### config.mk
export PLATFORM = sky130hd
export DESIGN_NAME = motor_cycle_sequencer_unit
export DESIGN_NICKNAME = d
export VERILOG_FILES = /design/src/rtl/core/mcs_pkg.sv /design/src/rtl/core/mcs_interp.sv /design/src/rtl/core/mcs_dp.sv /design/src/rtl/core/mcs_ctrl.sv /design/src/rtl/core/motor_cycle_sequencer_unit.sv
export VERILOG_INCLUDE_DIRS = /design/src /design/src/rtl/core
export SDC_FILE = /design/constraint.sdc
export NUM_CORES = 1
export LEC_CHECK = 0
export ABC_AREA = 1
export BUFFER_PORTS_ARGS = -buffer_cell sky130_fd_sc_hd__buf_2
export CAP_MARGIN = 20
export CORE_MARGIN = 5
export CORE_UTILIZATION = 30
export DETAILED_ROUTE_END_ITERATION = 7
export HOLD_SLACK_MARGIN = 0.08
export SLEW_MARGIN = 0
export SYNTH_ARGS = -nofsm -noshare
export SYNTH_HDL_FRONTEND = slang
export SYNTH_SLANG_ARGS = --single-unit
export TNS_END_PERCENT = 100
### constraint.sdc
create_clock -name i_clk -period 5.2 [get_ports i_clk]
set_input_delay 1.04 -clock i_clk [delete_from_list [all_inputs] [get_ports i_clk]]
set_output_delay 1.04 -clock i_clk [all_outputs]
set_load 0.005 [all_outputs]
### src/rtl/core/motor_cycle_sequencer_unit_macros.svh
// Assertion helpers for the motor cycle sequencer.
// Each macro expects i_clk and i_rst_n in the enclosing module.
`ifndef MOTOR_CYCLE_SEQUENCER_UNIT_MACROS_SVH
`define MOTOR_CYCLE_SEQUENCER_UNIT_MACROS_SVH

// Same-cycle implication, checked out of reset.
`define MCS_ASSERT_NOW(lbl, ante, cons, msg) \
    lbl: assert property (@(posedge i_clk) disable iff (!i_rst_n) \
        (ante) |-> (cons)) else $error(msg);

// Next-cycle implication, checked out of reset.
`define MCS_ASSERT_NEXT(lbl, ante, cons, msg) \
    lbl: assert property (@(posedge i_clk) disable iff (!i_rst_n) \
        (ante) |=> (cons)) else $error(msg);

`endif

### src/rtl/core/mcs_pkg.sv
`default_nettype none

package mcs_pkg;

    // Default widths
    localparam int DUTY_BITS_DEF = 8;
    localparam int TIME_BITS_DEF = 16;

    // Configuration port
    localparam int CFG_INDEX_BITS = 3;
    localparam int CFG_DATA_BITS  = 16;
    localparam int CFG_DUTY_BITS  = 8;

    localparam logic [CFG_INDEX_BITS-1:0] REG_FORWARD_DUTY  = 3'd0;
    localparam logic [CFG_INDEX_BITS-1:0] REG_REVERSE_DUTY  = 3'd1;
    localparam logic [CFG_INDEX_BITS-1:0] REG_RAMP_TIME     = 3'd2;
    localparam logic [CFG_INDEX_BITS-1:0] REG_FORWARD_TIME  = 3'd3;
    localparam logic [CFG_INDEX_BITS-1:0] REG_PAUSE_TIME    = 3'd4;
    localparam logic [CFG_INDEX_BITS-1:0] REG_REVERSE_TIME  = 3'd5;
    localparam logic [CFG_INDEX_BITS-1:0] REG_COOLDOWN_TIME = 3'd6;
    localparam logic [CFG_INDEX_BITS-1:0] REG_DEBOUNCE_TIME = 3'd7;

    // Register reset values
    localparam int FORWARD_DUTY_RST  = 210;
    localparam int REVERSE_DUTY_RST  = 180;
    localparam int RAMP_TIME_RST     = 1200;
    localparam int FORWARD_TIME_RST  = 5000;
    localparam int PAUSE_TIME_RST    = 800;
    localparam int REVERSE_TIME_RST  = 2000;
    localparam int COOLDOWN_TIME_RST = 4000;
    localparam int DEBOUNCE_TIME_RST = 35;

    // Motor direction codes
    localparam int DIR_BITS = 2;
    localparam logic [DIR_BITS-1:0] DIR_STOP = 2'd0;
    localparam logic [DIR_BITS-1:0] DIR_FWD  = 2'd1;
    localparam logic [DIR_BITS-1:0] DIR_REV  = 2'd2;

    // Phase codes as seen on the result port
    localparam int PHASE_BITS = 4;
    localparam logic [PHASE_BITS-1:0] CODE_IDLE      = 4'd0;
    localparam logic [PHASE_BITS-1:0] CODE_RAMP_FWD  = 4'd1;
    localparam logic [PHASE_BITS-1:0] CODE_RUN_FWD   = 4'd2;
    localparam logic [PHASE_BITS-1:0] CODE_PAUSE     = 4'd3;
    localparam logic [PHASE_BITS-1:0] CODE_RAMP_REV  = 4'd4;
    localparam logic [PHASE_BITS-1:0] CODE_RUN_REV   = 4'd5;
    localparam logic [PHASE_BITS-1:0] CODE_RAMP_DOWN = 4'd6;
    localparam logic [PHASE_BITS-1:0] CODE_COOLDOWN  = 4'd7;
    localparam logic [PHASE_BITS-1:0] CODE_LATCHED   = 4'd8;

    // Motor phase, one-hot
    typedef enum logic [8:0] {
        PH_IDLE      = 9'b000000001,
        PH_RAMP_FWD  = 9'b000000010,
        PH_RUN_FWD   = 9'b000000100,
        PH_PAUSE     = 9'b000001000,
        PH_RAMP_REV  = 9'b000010000,
        PH_RUN_REV   = 9'b000100000,
        PH_RAMP_DOWN = 9'b001000000,
        PH_COOLDOWN  = 9'b010000000,
        PH_LATCHED   = 9'b100000000
    } t_phase;

    // Controller to datapath commands
    typedef struct packed {
        logic step;
        logic mul;
        logic prep;
        logic div_step;
        logic div_last;
        logic out_load;
    } t_dp_cmd;

    // Datapath to controller status
    typedef struct packed {
        logic need_interp;
    } t_dp_sts;

    function automatic logic [PHASE_BITS-1:0] phase_code(input t_phase ph);
        logic [PHASE_BITS-1:0] code;
        case (ph)
            PH_IDLE:      code = CODE_IDLE;
            PH_RAMP_FWD:  code = CODE_RAMP_FWD;
            PH_RUN_FWD:   code = CODE_RUN_FWD;
            PH_PAUSE:     code = CODE_PAUSE;
            PH_RAMP_REV:  code = CODE_RAMP_REV;
            PH_RUN_REV:   code = CODE_RUN_REV;
            PH_RAMP_DOWN: code = CODE_RAMP_DOWN;
            PH_COOLDOWN:  code = CODE_COOLDOWN;
            PH_LATCHED:   code = CODE_LATCHED;
            default:      code = CODE_IDLE;
        endcase
        return code;
    endfunction

endpackage

`default_nettype wire

### src/rtl/core/mcs_interp.sv
`default_nettype none

// Ramp interpolation: one multiply, then restoring division with
// round-half-up, one quotient bit per cycle.
module mcs_interp
    import mcs_pkg::*;
#(
    parameter int DUTY_BITS = DUTY_BITS_DEF,
    parameter int TIME_BITS = TIME_BITS_DEF
) (
    input  wire logic                 i_clk,
    input  wire t_dp_cmd              i_cmd,
    input  wire logic [TIME_BITS-1:0] i_a,
    input  wire logic [DUTY_BITS-1:0] i_b,
    input  wire logic [TIME_BITS-1:0] i_tot,
    output logic      [DUTY_BITS-1:0] o_quo_next
);

    localparam int NumBits = TIME_BITS + DUTY_BITS;
    localparam int RemBits = NumBits + 2;

    logic [NumBits-1:0]   r_num;
    logic [RemBits-1:0]   r_rem;
    logic [RemBits-1:0]   r_dvs;
    logic [DUTY_BITS-1:0] r_quo;
    logic                 ge;

    // Compare the partial remainder against the shifted divisor
    assign ge         = (r_rem >= r_dvs);
    assign o_quo_next = {r_quo[DUTY_BITS-2:0], ge};

    always_ff @(posedge i_clk) begin
        // Weighted sum of the ramp endpoints
        if (i_cmd.mul) begin
            r_num <= NumBits'(i_a) * NumBits'(i_b);
        end
        // Dividend 2*num + tot, divisor 2*tot aligned to the top quotient bit
        if (i_cmd.prep) begin
            r_rem <= RemBits'({r_num, 1'b0}) + RemBits'(i_tot);
            r_dvs <= RemBits'(i_tot) << DUTY_BITS;
            r_quo <= '0;
        end
        // One quotient bit per step
        if (i_cmd.div_step) begin
            if (ge) begin
                r_rem <= r_rem - r_dvs;
            end
            r_dvs <= r_dvs >> 1;
            r_quo <= o_quo_next;
        end
    end

endmodule

`default_nettype wire

### src/rtl/core/mcs_dp.sv
`default_nettype none

module mcs_dp
    import mcs_pkg::*;
#(
    parameter int DUTY_BITS = DUTY_BITS_DEF,
    parameter int TIME_BITS = TIME_BITS_DEF
) (
    input  wire logic                      i_clk,
    input  wire logic                      i_rst_n,
    input  wire logic                      i_cfg_we,
    input  wire logic [CFG_INDEX_BITS-1:0] i_cfg_index,
    input  wire logic [CFG_DATA_BITS-1:0]  i_cfg_data,
    input  wire logic                      i_button_pressed,
    input  wire logic                      i_stop_pressed,
    input  wire logic                      i_cat_present,
    input  wire t_dp_cmd                   i_cmd,
    output t_dp_sts                        o_sts,
    output logic      [DIR_BITS-1:0]       o_drive_dir,
    output logic      [DUTY_BITS-1:0]      o_drive_duty,
    output logic      [PHASE_BITS-1:0]     o_phase_code
);

    localparam int DutyLow = (DUTY_BITS < CFG_DUTY_BITS) ? DUTY_BITS : CFG_DUTY_BITS;
    localparam int TimeLow = (TIME_BITS < CFG_DATA_BITS) ? TIME_BITS : CFG_DATA_BITS;

    // Configuration registers
    logic [DUTY_BITS-1:0] r_forward_duty;
    logic [DUTY_BITS-1:0] r_reverse_duty;
    logic [TIME_BITS-1:0] r_ramp_time;
    logic [TIME_BITS-1:0] r_forward_time;
    logic [TIME_BITS-1:0] r_pause_time;
    logic [TIME_BITS-1:0] r_reverse_time;
    logic [TIME_BITS-1:0] r_cooldown_time;
    logic [TIME_BITS-1:0] r_debounce_time;

    // Sequencer state
    t_phase               r_phase;
    logic [TIME_BITS-1:0] r_elapsed;
    logic [TIME_BITS-1:0] r_since_press;
    logic                 r_button_last;
    logic [DIR_BITS-1:0]  r_cur_dir;
    logic [DUTY_BITS-1:0] r_cur_duty;
    logic [DUTY_BITS-1:0] r_ramp_start;

    // Interpolation operands
    logic [TIME_BITS-1:0] r_ia;
    logic [DUTY_BITS-1:0] r_ib;

    t_phase               n_phase;
    logic [TIME_BITS-1:0] n_elapsed;
    logic [TIME_BITS-1:0] n_since_press;
    logic                 n_button_last;
    logic [DIR_BITS-1:0]  n_cur_dir;
    logic [DUTY_BITS-1:0] n_cur_duty;
    logic [DUTY_BITS-1:0] n_ramp_start;
    logic                 n_need;
    logic [TIME_BITS-1:0] n_ia;
    logic [DUTY_BITS-1:0] n_ib;

    logic [DUTY_BITS-1:0] quo_next;

    // Evaluate one tick
    always_comb begin
        logic safe;
        logic btn_edge;
        logic [TIME_BITS-1:0] dt;

        n_phase       = r_phase;
        n_elapsed     = (&r_elapsed) ? r_elapsed : r_elapsed + 1'b1;
        n_since_press = (&r_since_press) ? r_since_press : r_since_press + 1'b1;
        n_button_last = r_button_last;
        n_cur_dir     = r_cur_dir;
        n_cur_duty    = r_cur_duty;
        n_ramp_start  = r_ramp_start;
        n_need        = 1'b0;
        n_ia          = '0;
        n_ib          = '0;
        safe          = !i_cat_present;
        btn_edge      = 1'b0;
        dt            = '0;

        // Latch the emergency stop
        if (i_stop_pressed && (n_phase != PH_LATCHED)) begin
            n_cur_dir  = DIR_STOP;
            n_cur_duty = '0;
            n_phase    = PH_LATCHED;
            n_elapsed  = '0;
        end

        if (n_phase == PH_LATCHED) begin
            // Release to idle once the stop is let go
            if (!i_stop_pressed) begin
                n_phase   = PH_IDLE;
                n_elapsed = '0;
            end
        end else begin
            // Presence forces cooldown
            if (i_cat_present && (n_phase != PH_IDLE) && (n_phase != PH_COOLDOWN)) begin
                n_cur_dir  = DIR_STOP;
                n_cur_duty = '0;
                n_phase    = PH_COOLDOWN;
                n_elapsed  = '0;
            end

            // Debounced press
            if (!r_button_last && i_button_pressed &&
                (n_since_press > r_debounce_time)) begin
                btn_edge      = 1'b1;
                n_since_press = '0;
            end
            n_button_last = i_button_pressed;
            if (btn_edge && (n_phase == PH_IDLE) && safe) begin
                n_phase   = PH_RAMP_FWD;
                n_elapsed = '0;
            end

            dt = n_elapsed;
            case (n_phase)
                PH_IDLE: begin
                    n_cur_dir  = DIR_STOP;
                    n_cur_duty = '0;
                end
                PH_RAMP_FWD: begin
                    if (!safe) begin
                        n_cur_dir  = DIR_STOP;
                        n_cur_duty = '0;
                        n_phase    = PH_COOLDOWN;
                        n_elapsed  = '0;
                    end else begin
                        n_cur_dir = DIR_FWD;
                        if (dt >= r_ramp_time) begin
                            n_cur_duty = r_forward_duty;
                            n_phase    = PH_RUN_FWD;
                            n_elapsed  = '0;
                        end else begin
                            n_need = 1'b1;
                            n_ia   = dt;
                            n_ib   = r_forward_duty;
                        end
                    end
                end
                PH_RUN_FWD: begin
                    if (!safe) begin
                        n_cur_dir  = DIR_STOP;
                        n_cur_duty = '0;
                        n_phase    = PH_COOLDOWN;
                        n_elapsed  = '0;
                    end else if (dt >= r_forward_time) begin
                        n_cur_dir  = DIR_STOP;
                        n_cur_duty = '0;
                        n_phase    = PH_PAUSE;
                        n_elapsed  = '0;
                    end else begin
                        n_cur_dir  = DIR_FWD;
                        n_cur_duty = r_forward_duty;
                    end
                end
                PH_PAUSE: begin
                    n_cur_dir  = DIR_STOP;
                    n_cur_duty = '0;
                    if (dt >= r_pause_time) begin
                        n_phase   = safe ? PH_RAMP_REV : PH_COOLDOWN;
                        n_elapsed = '0;
                    end
                end
                PH_RAMP_REV: begin
                    if (!safe) begin
                        n_cur_dir  = DIR_STOP;
                        n_cur_duty = '0;
                        n_phase    = PH_COOLDOWN;
                        n_elapsed  = '0;
                    end else begin
                        n_cur_dir = DIR_REV;
                        if (dt >= r_ramp_time) begin
                            n_cur_duty = r_reverse_duty;
                            n_phase    = PH_RUN_REV;
                            n_elapsed  = '0;
                        end else begin
                            n_need = 1'b1;
                            n_ia   = dt;
                            n_ib   = r_reverse_duty;
                        end
                    end
                end
                PH_RUN_REV: begin
                    if (!safe) begin
                        n_cur_dir  = DIR_STOP;
                        n_cur_duty = '0;
                        n_phase    = PH_COOLDOWN;
                        n_elapsed  = '0;
                    end else begin
                        n_cur_dir  = DIR_REV;
                        n_cur_duty = r_reverse_duty;
                        // Capture the starting duty of the ramp down
                        if (dt >= r_reverse_time) begin
                            n_ramp_start = r_reverse_duty;
                            n_phase      = PH_RAMP_DOWN;
                            n_elapsed    = '0;
                        end
                    end
                end
                PH_RAMP_DOWN: begin
                    if (dt >= r_ramp_time) begin
                        n_cur_dir  = DIR_STOP;
                        n_cur_duty = '0;
                        n_phase    = PH_COOLDOWN;
                        n_elapsed  = '0;
                    end else begin
                        n_cur_dir = (r_cur_dir == DIR_REV) ? DIR_REV : DIR_FWD;
                        n_need    = 1'b1;
                        n_ia      = r_ramp_time - dt;
                        n_ib      = r_ramp_start;
                    end
                end
                PH_COOLDOWN: begin
                    n_cur_dir  = DIR_STOP;
                    n_cur_duty = '0;
                    if (dt >= r_cooldown_time) begin
                        n_phase   = PH_IDLE;
                        n_elapsed = '0;
                    end
                end
                default: begin
                    n_cur_dir  = DIR_STOP;
                    n_cur_duty = '0;
                    n_phase    = PH_IDLE;
                    n_elapsed  = '0;
                end
            endcase
        end
    end

    assign o_sts.need_interp = n_need;

    // Control and configuration registers
    always_ff @(posedge i_clk) begin
        if (!i_rst_n) begin
            r_forward_duty  <= DUTY_BITS'(FORWARD_DUTY_RST);
            r_reverse_duty  <= DUTY_BITS'(REVERSE_DUTY_RST);
            r_ramp_time     <= TIME_BITS'(RAMP_TIME_RST);
            r_forward_time  <= TIME_BITS'(FORWARD_TIME_RST);
            r_pause_time    <= TIME_BITS'(PAUSE_TIME_RST);
            r_reverse_time  <= TIME_BITS'(REVERSE_TIME_RST);
            r_cooldown_time <= TIME_BITS'(COOLDOWN_TIME_RST);
            r_debounce_time <= TIME_BITS'(DEBOUNCE_TIME_RST);
            r_phase         <= PH_IDLE;
            r_elapsed       <= '0;
            r_since_press   <= '0;
            r_button_last   <= 1'b0;
            r_cur_dir       <= DIR_STOP;
            r_cur_duty      <= '0;
            r_ramp_start    <= '0;
        end else begin
            // Take a configuration write
            if (i_cfg_we) begin
                case (i_cfg_index)
                    REG_FORWARD_DUTY:  r_forward_duty  <= DUTY_BITS'(i_cfg_data[DutyLow-1:0]);
                    REG_REVERSE_DUTY:  r_reverse_duty  <= DUTY_BITS'(i_cfg_data[DutyLow-1:0]);
                    REG_RAMP_TIME:     r_ramp_time     <= TIME_BITS'(i_cfg_data[TimeLow-1:0]);
                    REG_FORWARD_TIME:  r_forward_time  <= TIME_BITS'(i_cfg_data[TimeLow-1:0]);
                    REG_PAUSE_TIME:    r_pause_time    <= TIME_BITS'(i_cfg_data[TimeLow-1:0]);
                    REG_REVERSE_TIME:  r_reverse_time  <= TIME_BITS'(i_cfg_data[TimeLow-1:0]);
                    REG_COOLDOWN_TIME: r_cooldown_time <= TIME_BITS'(i_cfg_data[TimeLow-1:0]);
                    REG_DEBOUNCE_TIME: r_debounce_time <= TIME_BITS'(i_cfg_data[TimeLow-1:0]);
                    default: begin
                    end
                endcase
            end
            // Advance the sequencer by one tick
            if (i_cmd.step) begin
                r_phase       <= n_phase;
                r_elapsed     <= n_elapsed;
                r_since_press <= n_since_press;
                r_button_last <= n_button_last;
                r_cur_dir     <= n_cur_dir;
                r_cur_duty    <= n_cur_duty;
                r_ramp_start  <= n_ramp_start;
            end
            // Drop in the interpolated duty
            if (i_cmd.div_last) begin
                r_cur_duty <= quo_next;
            end
        end
    end

    // Interpolation operands and result payload
    always_ff @(posedge i_clk) begin
        if (i_cmd.step) begin
            r_ia <= n_ia;
            r_ib <= n_ib;
        end
        if (i_cmd.out_load) begin
            o_drive_dir  <= r_cur_dir;
            o_drive_duty <= r_cur_duty;
            o_phase_code <= phase_code(r_phase);
        end
    end

    mcs_interp #(
        .DUTY_BITS (DUTY_BITS),
        .TIME_BITS (TIME_BITS)
    ) u_interp (
        .i_clk      (i_clk),
        .i_cmd      (i_cmd),
        .i_a        (r_ia),
        .i_b        (r_ib),
        .i_tot      (r_ramp_time),
        .o_quo_next (quo_next)
    );

endmodule

`default_nettype wire

### src/rtl/core/mcs_ctrl.sv
`default_nettype none

`include "motor_cycle_sequencer_unit_macros.svh"

module mcs_ctrl
    import mcs_pkg::*;
#(
    parameter int DUTY_BITS = DUTY_BITS_DEF
) (
    input  wire logic    i_clk,
    input  wire logic    i_rst_n,
    input  wire logic    i_valid,
    output logic         o_stall,
    output logic         o_valid,
    input  wire logic    i_stall,
    input  wire t_dp_sts i_sts,
    output t_dp_cmd      o_cmd
);

    localparam int CntBits = $clog2(DUTY_BITS);
    localparam logic [CntBits-1:0] CntLast = CntBits'(DUTY_BITS - 1);

    typedef enum logic [4:0] {
        S_IDLE = 5'b00001,
        S_MUL  = 5'b00010,
        S_PREP = 5'b00100,
        S_DIV  = 5'b01000,
        S_OUT  = 5'b10000
    } t_ctrl_state;

    t_ctrl_state        r_state;
    t_ctrl_state        n_state;
    logic [CntBits-1:0] r_cnt;
    logic               r_valid;

    // Take a request only when idle
    assign o_stall = (r_state != S_IDLE);
    assign o_valid = r_valid;

    // Commands
    always_comb begin
        o_cmd          = '0;
        o_cmd.step     = (r_state == S_IDLE) && i_valid;
        o_cmd.mul      = (r_state == S_MUL);
        o_cmd.prep     = (r_state == S_PREP);
        o_cmd.div_step = (r_state == S_DIV);
        o_cmd.div_last = (r_state == S_DIV) && (r_cnt == CntLast);
        o_cmd.out_load = (r_state == S_OUT) && (!r_valid || !i_stall);
    end

    // Next state
    always_comb begin
        n_state = r_state;
        case (r_state)
            S_IDLE: begin
                if (i_valid) begin
                    n_state = i_sts.need_interp ? S_MUL : S_OUT;
                end
            end
            S_MUL:  n_state = S_PREP;
            S_PREP: n_state = S_DIV;
            S_DIV: begin
                if (r_cnt == CntLast) begin
                    n_state = S_OUT;
                end
            end
            S_OUT: begin
                if (o_cmd.out_load) begin
                    n_state = S_IDLE;
                end
            end
            default: n_state = S_IDLE;
        endcase
    end

    always_ff @(posedge i_clk) begin
        if (!i_rst_n) begin
            r_state <= S_IDLE;
            r_cnt   <= '0;
            r_valid <= 1'b0;
        end else begin
            r_state <= n_state;
            // Count quotient bits
            if (r_state == S_DIV) begin
                r_cnt <= r_cnt + 1'b1;
            end else begin
                r_cnt <= '0;
            end
            // Hold the result until taken
            if (o_cmd.out_load) begin
                r_valid <= 1'b1;
            end else if (!i_stall) begin
                r_valid <= 1'b0;
            end
        end
    end

    `MCS_ASSERT_NOW(a_valid_from_out, $rose(r_valid), $past(r_state == S_OUT), "result without out state")
    `MCS_ASSERT_NEXT(a_accept_leaves_idle, i_valid && !o_stall, r_state != S_IDLE, "accept did not start work")
    `MCS_ASSERT_NEXT(a_mul_to_prep, r_state == S_MUL, r_state == S_PREP, "multiply not followed by prep")
    `MCS_ASSERT_NEXT(a_div_ends, o_cmd.div_last, r_state == S_OUT, "divide did not finish")

endmodule

`default_nettype wire

### src/rtl/core/motor_cycle_sequencer_unit.sv
// Motor cycle sequencer: one request per tick, one result per request.
// Flow: a tick without a ramp step goes from the accepting edge straight to the
// output load; when the duty is interpolated it passes through one multiply,
// one setup, the serial divider (one quotient bit per step) and one output load.
// Requests: a new request is taken only once the last result has been loaded
// out (o_stall is high while busy); a result held by i_stall holds off the next request.
// Reset (i_rst_n low, synchronous): idle phase, motor stopped, timers clear.
`default_nettype none

module motor_cycle_sequencer_unit
    import mcs_pkg::*;
#(
    parameter int DUTY_BITS = DUTY_BITS_DEF,
    parameter int TIME_BITS = TIME_BITS_DEF
) (
    input  wire logic                      i_clk,
    input  wire logic                      i_rst_n,
    input  wire logic                      i_valid,
    output logic                           o_stall,
    input  wire logic                      i_button_pressed,
    input  wire logic                      i_stop_pressed,
    input  wire logic                      i_cat_present,
    output logic                           o_valid,
    input  wire logic                      i_stall,
    output logic      [DIR_BITS-1:0]       o_drive_dir,
    output logic      [DUTY_BITS-1:0]      o_drive_duty,
    output logic      [PHASE_BITS-1:0]     o_phase_code,
    input  wire logic                      i_cfg_valid,
    output logic                           o_cfg_ready,
    input  wire logic [CFG_INDEX_BITS-1:0] i_cfg_index,
    input  wire logic [CFG_DATA_BITS-1:0]  i_cfg_data
);

    t_dp_cmd cmd;
    t_dp_sts sts;

    // Configuration writes always land
    assign o_cfg_ready = 1'b1;

    mcs_ctrl #(
        .DUTY_BITS (DUTY_BITS)
    ) u_ctrl (
        .i_clk   (i_clk),
        .i_rst_n (i_rst_n),
        .i_valid (i_valid),
        .o_stall (o_stall),
        .o_valid (o_valid),
        .i_stall (i_stall),
        .i_sts   (sts),
        .o_cmd   (cmd)
    );

    mcs_dp #(
        .DUTY_BITS (DUTY_BITS),
        .TIME_BITS (TIME_BITS)
    ) u_dp (
        .i_clk            (i_clk),
        .i_rst_n          (i_rst_n),
        .i_cfg_we         (i_cfg_valid && o_cfg_ready),
        .i_cfg_index      (i_cfg_index),
        .i_cfg_data       (i_cfg_data),
        .i_button_pressed (i_button_pressed),
        .i_stop_pressed   (i_stop_pressed),
        .i_cat_present    (i_cat_present),
        .i_cmd            (cmd),
        .o_sts            (sts),
        .o_drive_dir      (o_drive_dir),
        .o_drive_duty     (o_drive_duty),
        .o_phase_code     (o_phase_code)
    );

endmodule

`default_nettype wire
==> impl_metrics.prom, run 1 <==
# TYPE chip_impl_metric gauge
chip_impl_info{name="violations",value="negative setup slack"} 1
chip_impl_metric{name="routed_length_per_placed_instance",unit="um"} 16.6
chip_impl_metric{name="post_synth_instance_area",unit="mm^2"} 0.0222
chip_impl_metric{name="finalClockSkew",unit="ns"} 0.0282
chip_impl_metric{name="postSynth.asyncResetShare",unit=""} 0
chip_impl_metric{name="grt_first_pass_wirelength",unit="um"} 108000
chip_impl_info{name="tritoncts_clock_tree",value="done"} 1
chip_impl_metric{name="detailedRoute.firstPassIterationCount",unit=""} 5
chip_impl_metric{name="clock_pin_transition_on_the_worst_setup_and_hold_timing_paths",unit="ns"} 0.06
chip_impl_metric{name="initial_utilization",unit=""} 0.303
chip_impl_metric{name="area_growth",unit="%"} 23.3
chip_impl_metric{name="synth_cells",unit=""} 2997
chip_impl_metric{name="totalPowerFinal",unit="mW"} 8.17
chip_impl_metric{name="htree_levels",unit=""} 2
chip_impl_info{name="timing_worst_setup_path_type",value="flip-flop to flip-flop"} 1
chip_impl_metric{name="numClockSinks",unit=""} 300
chip_impl_metric{name="critPathRequiredTime",unit="ns"} 5.59
chip_impl_metric{name="dp_worst_setup_slack",unit="ns"} -0.453
chip_impl_metric{name="count_of_warnings_emitted_by_yosys",unit=""} 0
chip_impl_metric{name="dieArea",unit="mm^2"} 0.0794
chip_impl_metric{name="worst-path-max-fanout",unit=""} 6
chip_impl_metric{name="synth_top_cell_area_share",unit=""} 0.187
chip_impl_info{name="endpoint_kind",value="flip-flop"} 1
chip_impl_metric{name="max_slew.worst_pin.slew",unit="ns"} 1.11
chip_impl_metric{name="hold_ws",unit="ns"} 0.418
chip_impl_metric{name="grt_antenna_before_repair",unit=""} 3
chip_impl_info{name="yosys-top-cells-area",value="sky130_fd_sc_hd__dfxtp_1 (19%), sky130_fd_sc_hd__edfxtp_1 (13%), sky130_fd_sc_hd__ha_1 (10%), sky130_fd_sc_hd__nand2_1 (10%), sky130_fd_sc_hd__inv_1 (8.2%)"} 1
chip_impl_metric{name="cellLeakagePower",unit="nW"} 12.7
chip_impl_metric{name="synth_cell_type_count",unit=""} 59
chip_impl_info{name="ctsRootBufferMaster",value="sky130_fd_sc_hd__clkbuf_16"} 1
chip_impl_metric{name="vias_per_cell",unit=""} 4.88
chip_impl_metric{name="place.gp.congestion",unit=""} 0.904
chip_impl_metric{name="final-hold-violation-count",unit=""} 0
chip_impl_metric{name="timing.slew.headroom",unit=""} 0.257
chip_impl_metric{name="global_route_overflow",unit=""} 0
chip_impl_metric{name="clkLatencyLatePin",unit="ns"} 0.56
chip_impl_metric{name="syn-num-nets",unit=""} 3294
chip_impl_metric{name="post_route_cells_drive_above_1_share",unit=""} 0.177
chip_impl_info{name="run_status",value="finished, violations left"} 1
chip_impl_info{name="crit_end",value="u_dp.r_elapsed[4]$_SDFFE_PN0P_"} 1
chip_impl_metric{name="synth_seq_area_share",unit=""} 0.313
chip_impl_metric{name="setup_viol",unit=""} 10
chip_impl_info{name="grt_setup_unrepaired",value="yes"} 1
chip_impl_metric{name="grt_start_max_net_pins",unit=""} 78
chip_impl_metric{name="dp_hpwl",unit="um"} 52000
chip_impl_metric{name="core.rowCount",unit=""} 99
chip_impl_metric{name="io_buffers",unit=""} 42
chip_impl_info{name="rr_endpoint",value="u_dp.r_elapsed[4]$_SDFFE_PN0P_"} 1
chip_impl_info{name="yosys_most_used_dff",value="sky130_fd_sc_hd__dfxtp_1"} 1
chip_impl_metric{name="drv_slew",unit=""} 0
chip_impl_info{name="worstReg2RegStart",value="u_dp.r_since_press[0]$_SDFFE_PN0P_"} 1
chip_impl_metric{name="routed-via-count",unit=""} 20600
chip_impl_metric{name="synth_edf_count",unit=""} 93
chip_impl_metric{name="postRouteWirelength",unit="um"} 70000
chip_impl_metric{name="grt_util_all_layers",unit=""} 0.172
chip_impl_metric{name="floorplan.io_pins",unit=""} 44
chip_impl_info{name="yosysMostFrequentCell",value="sky130_fd_sc_hd__nand2_1"} 1
chip_impl_metric{name="maxCapViolCount",unit=""} 0
chip_impl_metric{name="core-area",unit="mm^2"} 0.0731
chip_impl_metric{name="cts_max_path_buffers",unit=""} 3
chip_impl_info{name="worstHoldPathType",value="flip-flop to flip-flop"} 1
chip_impl_metric{name="final_critical_path_setup_slack",unit="ns"} -0.0662
chip_impl_metric{name="layout.nets",unit=""} 3529
chip_impl_metric{name="worst_ir_drop_vdd",unit="mV"} 0.293
chip_impl_metric{name="die_h",unit="um"} 282
chip_impl_metric{name="worst-path-stages",unit=""} 40
chip_impl_info{name="timing.critical_path.mode_cell",value="sky130_fd_sc_hd__nand2_1"} 1
chip_impl_metric{name="n_antenna_cell",unit=""} 0
chip_impl_metric{name="detail-route-antenna-nets",unit=""} 0
chip_impl_metric{name="regToRegSetupSlack",unit="ns"} -0.07
chip_impl_metric{name="critPathBufInv",unit=""} 11
chip_impl_metric{name="fin_crit",unit="ns"} 5.27
chip_impl_metric{name="numCtsBuffers",unit=""} 35
chip_impl_metric{name="synth.avg_cell_area",unit="um^2"} 7.39
chip_impl_metric{name="drt_first_iter_violations",unit=""} 1393
chip_impl_info{name="category_of_cells_accounting_for_the_largest_share_of_critical_path_delay",value="simple AND/OR/NAND/NOR gates"} 1
chip_impl_metric{name="cp_data_arrival_time",unit="ns"} 5.65
chip_impl_info{name="synthTopCellsByCount",value="sky130_fd_sc_hd__nand2_1 (588), sky130_fd_sc_hd__inv_1 (482), sky130_fd_sc_hd__a21oi_1 (284), sky130_fd_sc_hd__nor2_1 (270), sky130_fd_sc_hd__o21ai_0 (231)"} 1
chip_impl_metric{name="min_period_over_period",unit=""} 1.01
chip_impl_info{name="critPathLaunchType",value="flip-flop"} 1
chip_impl_metric{name="fmax",unit="MHz"} 190
chip_impl_info{name="cp-startpoint",value="u_dp.r_since_press[0]$_SDFFE_PN0P_"} 1
chip_impl_metric{name="num-fill-cells",unit=""} 7589
chip_impl_metric{name="cpPeakStageDelay",unit="ns"} 0.35
chip_impl_metric{name="reg2reg_depth",unit=""} 40
chip_impl_metric{name="chipWidth",unit="um"} 282
chip_impl_info{name="crit_slowest_cell",value="sky130_fd_sc_hd__dfxtp_2"} 1
chip_impl_metric{name="power-per-cell-area",unit="mW/mm^2"} 299
chip_impl_info{name="post-synth-top-area-cell",value="sky130_fd_sc_hd__dfxtp_1"} 1
chip_impl_metric{name="synth-seq-cells",unit=""} 300
chip_impl_metric{name="cts-hold-fix-buffers",unit=""} 0
chip_impl_metric{name="drcViolationCount",unit=""} 0
chip_impl_metric{name="via_count_of_the_first_global_routing_pass",unit=""} 19800
report_power, final:
part | total (mW) | leakage [nW] | internal, mW | switching [mW]
logic | 3.02 | 9.61 | 1.33 | 1.69
clock network | 2.46 | 0.538 | 1.40 | 1.07
registers | 2.69 | 2.52 | 2.60 | 0.0930
routing by layer:
metal,up-vias,global-route usage,part of all wire
met5,-,0,0
met4,0,0.0625,0.037
met3,122,0.0268,0.055
met2,520,0.286,0.46
met1,9648,0.227,0.45
li1,10300,-,-
worst min path at each step:
| stage | start | to | cells after the start |
|---|---|---|---|
| 2_1_floorplan | u_ctrl.r_cnt[0]$_SDFF_PN0_ | u_ctrl.r_cnt[0]$_SDFF_PN0_ | 1 |
| 3_3_place_gp | u_ctrl.r_cnt[0]$_SDFF_PN0_ | u_ctrl.r_cnt[0]$_SDFF_PN0_ | 1 |
| 3_5_place_dp | u_ctrl.r_cnt[0]$_SDFF_PN0_ | u_ctrl.r_cnt[0]$_SDFF_PN0_ | 1 |
| 4_1_cts | u_ctrl.r_cnt[0]$_SDFF_PN0_ | u_ctrl.r_cnt[0]$_SDFF_PN0_ | 1 |
| 5_1_grt | u_ctrl.r_cnt[0]$_SDFF_PN0_ | u_ctrl.r_cnt[0]$_SDFF_PN0_ | 1 |
| 6_report | u_ctrl.r_cnt[0]$_SDFF_PN0_ | u_ctrl.r_cnt[0]$_SDFF_PN0_ | 1 |
worst register-to-register path, delay by kind of cell, from the launching register on:
| family | cells | cell delay, ns |
|---|---|---|
| buffers and inverters | 11 | 1.07 |
| AOI/OAI and AO/OA | 4 | 0.57 |
| and+or+nand+nor | 22 | 2.58 |
| DFF | 1 | 0.35 |
| adders and majority gates | 3 | 0.58 |
kinds of logic after synthesis:
family / synth area share
other: 0.000169
adder cells (fa/ha/maj): 0.182
XOR/XNOR: 0.0296
buffers and inverters: 0.106
AND/OR/NAND/NOR: 0.206
AO/OA/AOI/OAI: 0.163
flip-flops: 0.313
what timing repair did:
item | CTS | global route
gates cloned | 2 | 0
setup buffers | 18 | 16
pin swaps | 55 | 82
hold endpoints to repair | 0 | 0
endpoints found under the setup margin | 70 | 72
gates resized for setup | 156 | 99
cell usage in the layout (no fill, tap or decap), drive strengths merged, types with 2 or more instances in the layout:
cell,Yosys,layout
and2,2,2
a21o,4,4
nand3b,4,4
inv,494,497
o31ai,2,2
o22ai,22,22
a21oi,284,284
clkinv,6,16
nor2,279,279
nand3,111,112
nor3,42,42
a31oi,18,18
ha,183,183
nand4,38,38
o21a,5,5
a21boi,4,4
buf,18,305
dfxtp,207,207
o221ai,3,3
nor3b,3,3
clkbuf,90,47
nand2,597,597
or2,5,5
o21ai,237,237
xor2,54,54
a211oi,3,3
clkinvlp,0,2
fa,87,87
o32ai,10,10
o21bai,8,8
nor4,9,9
xnor2,21,21
edfxtp,93,93
o211ai,47,47
bufinv,0,2
sequential cells by signal, indices dropped and copies added, names as in the netlist, 9 cells and up:
register / flops
u_dp.r_pause_time: 16
u_dp.u_interp.r_num: 24
u_dp.r_phase: 9
u_dp.r_ramp_time: 16
u_dp.r_cooldown_time: 16
u_dp.r_reverse_time: 16
u_dp.u_interp.r_rem: 26
u_dp.u_interp.r_dvs: 24
u_dp.r_elapsed: 16
u_dp.r_ia: 16
u_dp.r_debounce_time: 16
u_dp.r_forward_time: 16
u_dp.r_since_press: 16
per-stage QoR:
step                      std cells  setup TNS, ns  instance area, um^2  utilization
after detailed placement       4119         -20.98                24900        0.341
after CTS                      4203         -0.294                26800        0.367
after floorplan                2997              0                22200            -
final                          4218         -0.271                27300        0.374
after global routing           4218         -16.32                27300        0.374
after global placement         4119         -11.99                24900        0.341
final cells by class:
cell class,count,area [um^2],share of cell area
clock buffer,47,951,0.0348
sequential,300,6940,0.254
tap,959,1200,0.0439
multi-input combinational,2090,13800,0.506
clock inverter,17,155,0.00568
inverter,500,1900,0.0697
timing repair buffer,305,2350,0.0860
Note: power is estimated with default switching activity, not from simulation.
==> inputs of run 2 (changes only) <==
--- a/config.mk
+++ b/config.mk
@@ -13,6 +13,7 @@
 export CORE_UTILIZATION = 30
 export DETAILED_ROUTE_END_ITERATION = 7
 export HOLD_SLACK_MARGIN = 0.08
+export REMOVE_ABC_BUFFERS = 1
 export SLEW_MARGIN = 0
 export SYNTH_ARGS = -nofsm -noshare
 export SYNTH_HDL_FRONTEND = slang
==> run 2 against run 1 <==
Against the previous run:
- the flow still finishes with violations (negative setup slack)
- critical path type unchanged
- sequential power is essentially flat
- total power shrank 2.9%
- register-to-register slack lost 0.09 ns
- clock skew grew 0.015 ns
- highest routed layer unchanged
==> impl_metrics.prom, run 2 (synthesis gave the netlist of run 1 again) <==
# TYPE chip_impl_metric gauge
chip_impl_info{name="run_status",value="finished, violations left"} 1
chip_impl_info{name="violations",value="negative setup slack"} 1
chip_impl_metric{name="cellLeakagePower",unit="nW"} 12.8
chip_impl_metric{name="routed-via-count",unit=""} 20600
chip_impl_metric{name="placement.cell_area",unit="mm^2"} 0.0247
chip_impl_info{name="timing_worst_setup_path_type",value="flip-flop to flip-flop"} 1
chip_impl_metric{name="die_h",unit="um"} 282
chip_impl_metric{name="grt_util_all_layers",unit=""} 0.164
chip_impl_metric{name="postRouteWirelength",unit="um"} 67600
chip_impl_metric{name="grt_first_pass_wirelength",unit="um"} 104000
chip_impl_info{name="largestRegisters",value="u_dp.u_interp.r_rem (26), u_dp.u_interp.r_dvs (24), u_dp.u_interp.r_num (24)"} 1
chip_impl_metric{name="max_slew.worst_pin.slew",unit="ns"} 1.07
chip_impl_metric{name="met3RoutedLength",unit="um"} 3490
chip_impl_metric{name="clock_pin_transition_on_the_worst_setup_and_hold_timing_paths",unit="ns"} 0.06
chip_impl_metric{name="critPathRequiredTime",unit="ns"} 5.51
chip_impl_metric{name="detail-route-antenna-nets",unit=""} 0
chip_impl_metric{name="largest_register_ffs",unit=""} 26
chip_impl_metric{name="detailedRoute.firstPassIterationCount",unit=""} 6
chip_impl_metric{name="finalCoreUtilization",unit=""} 0.378
chip_impl_info{name="cp-startpoint",value="u_dp.r_since_press[0]$_SDFFE_PN0P_"} 1
chip_impl_info{name="dr.max_layer_used",value="met4"} 1
chip_impl_metric{name="dp_hpwl",unit="um"} 50100
chip_impl_metric{name="initial_utilization",unit=""} 0.303
chip_impl_metric{name="clockPowerShare",unit=""} 0.313
chip_impl_metric{name="setup_viol",unit=""} 32
chip_impl_metric{name="fin_crit",unit="ns"} 5.36
chip_impl_info{name="ctsRootBufferMaster",value="sky130_fd_sc_hd__clkbuf_16"} 1
chip_impl_info{name="grt_setup_unrepaired",value="yes"} 1
chip_impl_metric{name="numCtsBuffers",unit=""} 35
chip_impl_metric{name="n_antenna_cell",unit=""} 0
chip_impl_info{name="worstHoldPathType",value="flip-flop to flip-flop"} 1
chip_impl_metric{name="drt_first_iter_violations",unit=""} 1577
chip_impl_metric{name="timing.slew.headroom",unit=""} 0.286
chip_impl_metric{name="clkLatencyLatePin",unit="ns"} 0.57
chip_impl_metric{name="global_route_overflow",unit=""} 0
chip_impl_metric{name="layout.cell_area.non_filler",unit="mm^2"} 0.0276
chip_impl_metric{name="area_growth",unit="%"} 24.6
chip_impl_metric{name="power-per-cell-area",unit="mW/mm^2"} 287
chip_impl_metric{name="placed_cells_incl_taps",unit=""} 4094
chip_impl_info{name="crit_end",value="u_dp.r_ia[13]$_SDFFCE_PP0P_"} 1
chip_impl_metric{name="drcViolationCount",unit=""} 0
chip_impl_metric{name="dieArea",unit="mm^2"} 0.0794
chip_impl_info{name="tritoncts_clock_tree",value="done"} 1
chip_impl_metric{name="maxCapViolCount",unit=""} 0
chip_impl_info{name="worstReg2RegStart",value="u_dp.r_since_press[0]$_SDFFE_PN0P_"} 1
chip_impl_info{name="mostFrequentLayoutCells",value="sky130_fd_sc_hd__nand2_1 (553), sky130_fd_sc_hd__inv_1 (460), sky130_fd_sc_hd__a21oi_1 (248)"} 1
chip_impl_metric{name="holdPathStages",unit=""} 1
chip_impl_metric{name="comb_power_share",unit=""} 0.348
chip_impl_metric{name="core-area",unit="mm^2"} 0.0731
chip_impl_metric{name="drv_slew",unit=""} 0
chip_impl_metric{name="via_count_of_the_first_global_routing_pass",unit=""} 19200
chip_impl_metric{name="wirelength_met1",unit="um"} 31500
chip_impl_metric{name="core.rowCount",unit=""} 99
chip_impl_info{name="crit_slowest_cell",value="sky130_fd_sc_hd__dfxtp_2"} 1
chip_impl_metric{name="finalClockSkew",unit="ns"} 0.0430
chip_impl_info{name="timing.critical_path.mode_cell",value="sky130_fd_sc_hd__nand2_1"} 1
chip_impl_metric{name="regToRegSetupSlack",unit="ns"} -0.16
chip_impl_metric{name="reg2reg_depth",unit=""} 41
chip_impl_metric{name="final-hold-violation-count",unit=""} 0
chip_impl_metric{name="chipWidth",unit="um"} 282
chip_impl_info{name="top_register",value="u_dp.u_interp.r_rem"} 1
chip_impl_metric{name="htree_levels",unit=""} 2
chip_impl_metric{name="worst-path-max-fanout",unit=""} 8
chip_impl_metric{name="grt_antenna_before_repair",unit=""} 1
chip_impl_metric{name="cpPeakStageDelay",unit="ns"} 0.35
chip_impl_metric{name="cp_data_arrival_time",unit="ns"} 5.67
chip_impl_metric{name="finish.cell_count_without_fillers",unit=""} 4221
chip_impl_metric{name="vias_per_cell",unit=""} 4.89
chip_impl_metric{name="cts-hold-fix-buffers",unit=""} 0
chip_impl_metric{name="switching_power",unit="mW"} 2.73
chip_impl_metric{name="power_frac_seq",unit=""} 0.339
chip_impl_metric{name="internal_power",unit="mW"} 5.21
chip_impl_metric{name="floorplan.io_pins",unit=""} 44
chip_impl_metric{name="place.gp.congestion",unit=""} 0.937
chip_impl_info{name="final_common_cell",value="sky130_fd_sc_hd__nand2_1"} 1
chip_impl_metric{name="final_critical_path_setup_slack",unit="ns"} -0.156
chip_impl_info{name="endpoint_kind",value="flip-flop"} 1
chip_impl_metric{name="io_buffers",unit=""} 42
chip_impl_metric{name="grt_start_max_net_pins",unit=""} 76
chip_impl_metric{name="cts_max_path_buffers",unit=""} 3
chip_impl_metric{name="routed_length_per_placed_instance",unit="um"} 16.0
chip_impl_metric{name="worst_ir_drop_vdd",unit="mV"} 0.212
chip_impl_metric{name="netSwitchingFraction",unit=""} 0.344
chip_impl_metric{name="layout.nets",unit=""} 3532
chip_impl_info{name="rr_endpoint",value="u_dp.r_ia[13]$_SDFFCE_PP0P_"} 1
chip_impl_metric{name="num-fill-cells",unit=""} 7612
chip_impl_metric{name="dp_worst_setup_slack",unit="ns"} -0.413
chip_impl_metric{name="hold_ws",unit="ns"} 0.431
chip_impl_metric{name="min_period_over_period",unit=""} 1.03
chip_impl_metric{name="post_route_cells_drive_above_1_share",unit=""} 0.187
chip_impl_metric{name="numClockSinks",unit=""} 300
chip_impl_metric{name="fmax",unit="MHz"} 187
chip_impl_metric{name="met2_length",unit="um"} 30400
chip_impl_info{name="critPathLaunchType",value="flip-flop"} 1
-- run 2: cell count changes in the layout (fill, tap and decap cells not counted), moves of 8 or more --
cell,delta
sky130_fd_sc_hd__a21oi_1,-8
sky130_fd_sc_hd__a21oi_2,+10
sky130_fd_sc_hd__buf_4,-8
sky130_fd_sc_hd__nand3_1,-10
sky130_fd_sc_hd__nand3_2,+13
sky130_fd_sc_hd__o21ai_0,-19
sky130_fd_sc_hd__o21ai_1,+13
-- run 2: worst max-delay path, delay by kind of cell (launching register included) --
family                     cells  cell delay [ns]
DFF                            1             0.35
and+or+nand+nor               21             2.10
AOI/OAI and AO/OA              8             0.91
adders and majority gates      3             0.75
xor gates and xnor gates       1             0.14
buffers and inverters          8             0.84
-- run 2: through the flow --
step                setup TNS, ns  power, mW
global placement           -12.74       5.32
finish                      -1.77       7.93
floorplan                  -39.80       4.45
detailed placement         -19.36       5.33
global route               -24.62       8.44
CTS                             0       7.88
-- run 2: metal layers --
metal / GRT usage / vias to the layer above
met3: 0.0231 / 119
met4: 0.0477 / 0
met5: 0 / -
met1: 0.228 / 9706
li1: - / 10300
met2: 0.265 / 527
-- run 2: power groups by stage --
stage	logic, mW	clock network (mW)	registers [mW]
after global routing	3.11	2.63	2.70
after floorplan	1.73	0	2.72
after global placement	2.58	0	2.73
after detailed placement	2.60	0	2.74
after CTS	2.66	2.54	2.69
final	2.76	2.49	2.69
-- run 2: how the worst min path moves through the flow --
| stage | endpoint | slack, ns | startpoint |
|---|---|---|---|
| floorplan | u_ctrl.r_cnt[0]$_SDFF_PN0_ | 0.40 | u_ctrl.r_cnt[0]$_SDFF_PN0_ |
| global placement | u_ctrl.r_cnt[0]$_SDFF_PN0_ | 0.41 | u_ctrl.r_cnt[0]$_SDFF_PN0_ |
| detailed placement | u_ctrl.r_cnt[0]$_SDFF_PN0_ | 0.41 | u_ctrl.r_cnt[0]$_SDFF_PN0_ |
| CTS | u_ctrl.r_cnt[0]$_SDFF_PN0_ | 0.43 | u_ctrl.r_cnt[0]$_SDFF_PN0_ |
| global route | u_ctrl.r_cnt[0]$_SDFF_PN0_ | 0.47 | u_ctrl.r_cnt[0]$_SDFF_PN0_ |
| finish | u_ctrl.r_cnt[0]$_SDFF_PN0_ | 0.43 | u_ctrl.r_cnt[0]$_SDFF_PN0_ |
-- run 2: area by class of cell --
type / instances / area, um^2 / area share
multi-input combinational: 2089 / 14000 / 0.506
timing repair inverter: 1 / 11.3 / 0.000408
tap: 959 / 1200 / 0.0435
timing repair buffer: 308 / 2460 / 0.0889
clock buffer: 48 / 986 / 0.0357
clock inverter: 16 / 149 / 0.00539
sequential: 300 / 6940 / 0.251
inverter: 500 / 1910 / 0.0691
-- run 2: repair_timing --
| item | CTS | global route |
|---|---|---|
| endpoints found under the setup margin | 67 | 73 |
| pin swaps | 34 | 84 |
| resized for setup | 85 | 244 |
| cloned | 1 | 4 |
| buffers inserted | 28 | 31 |
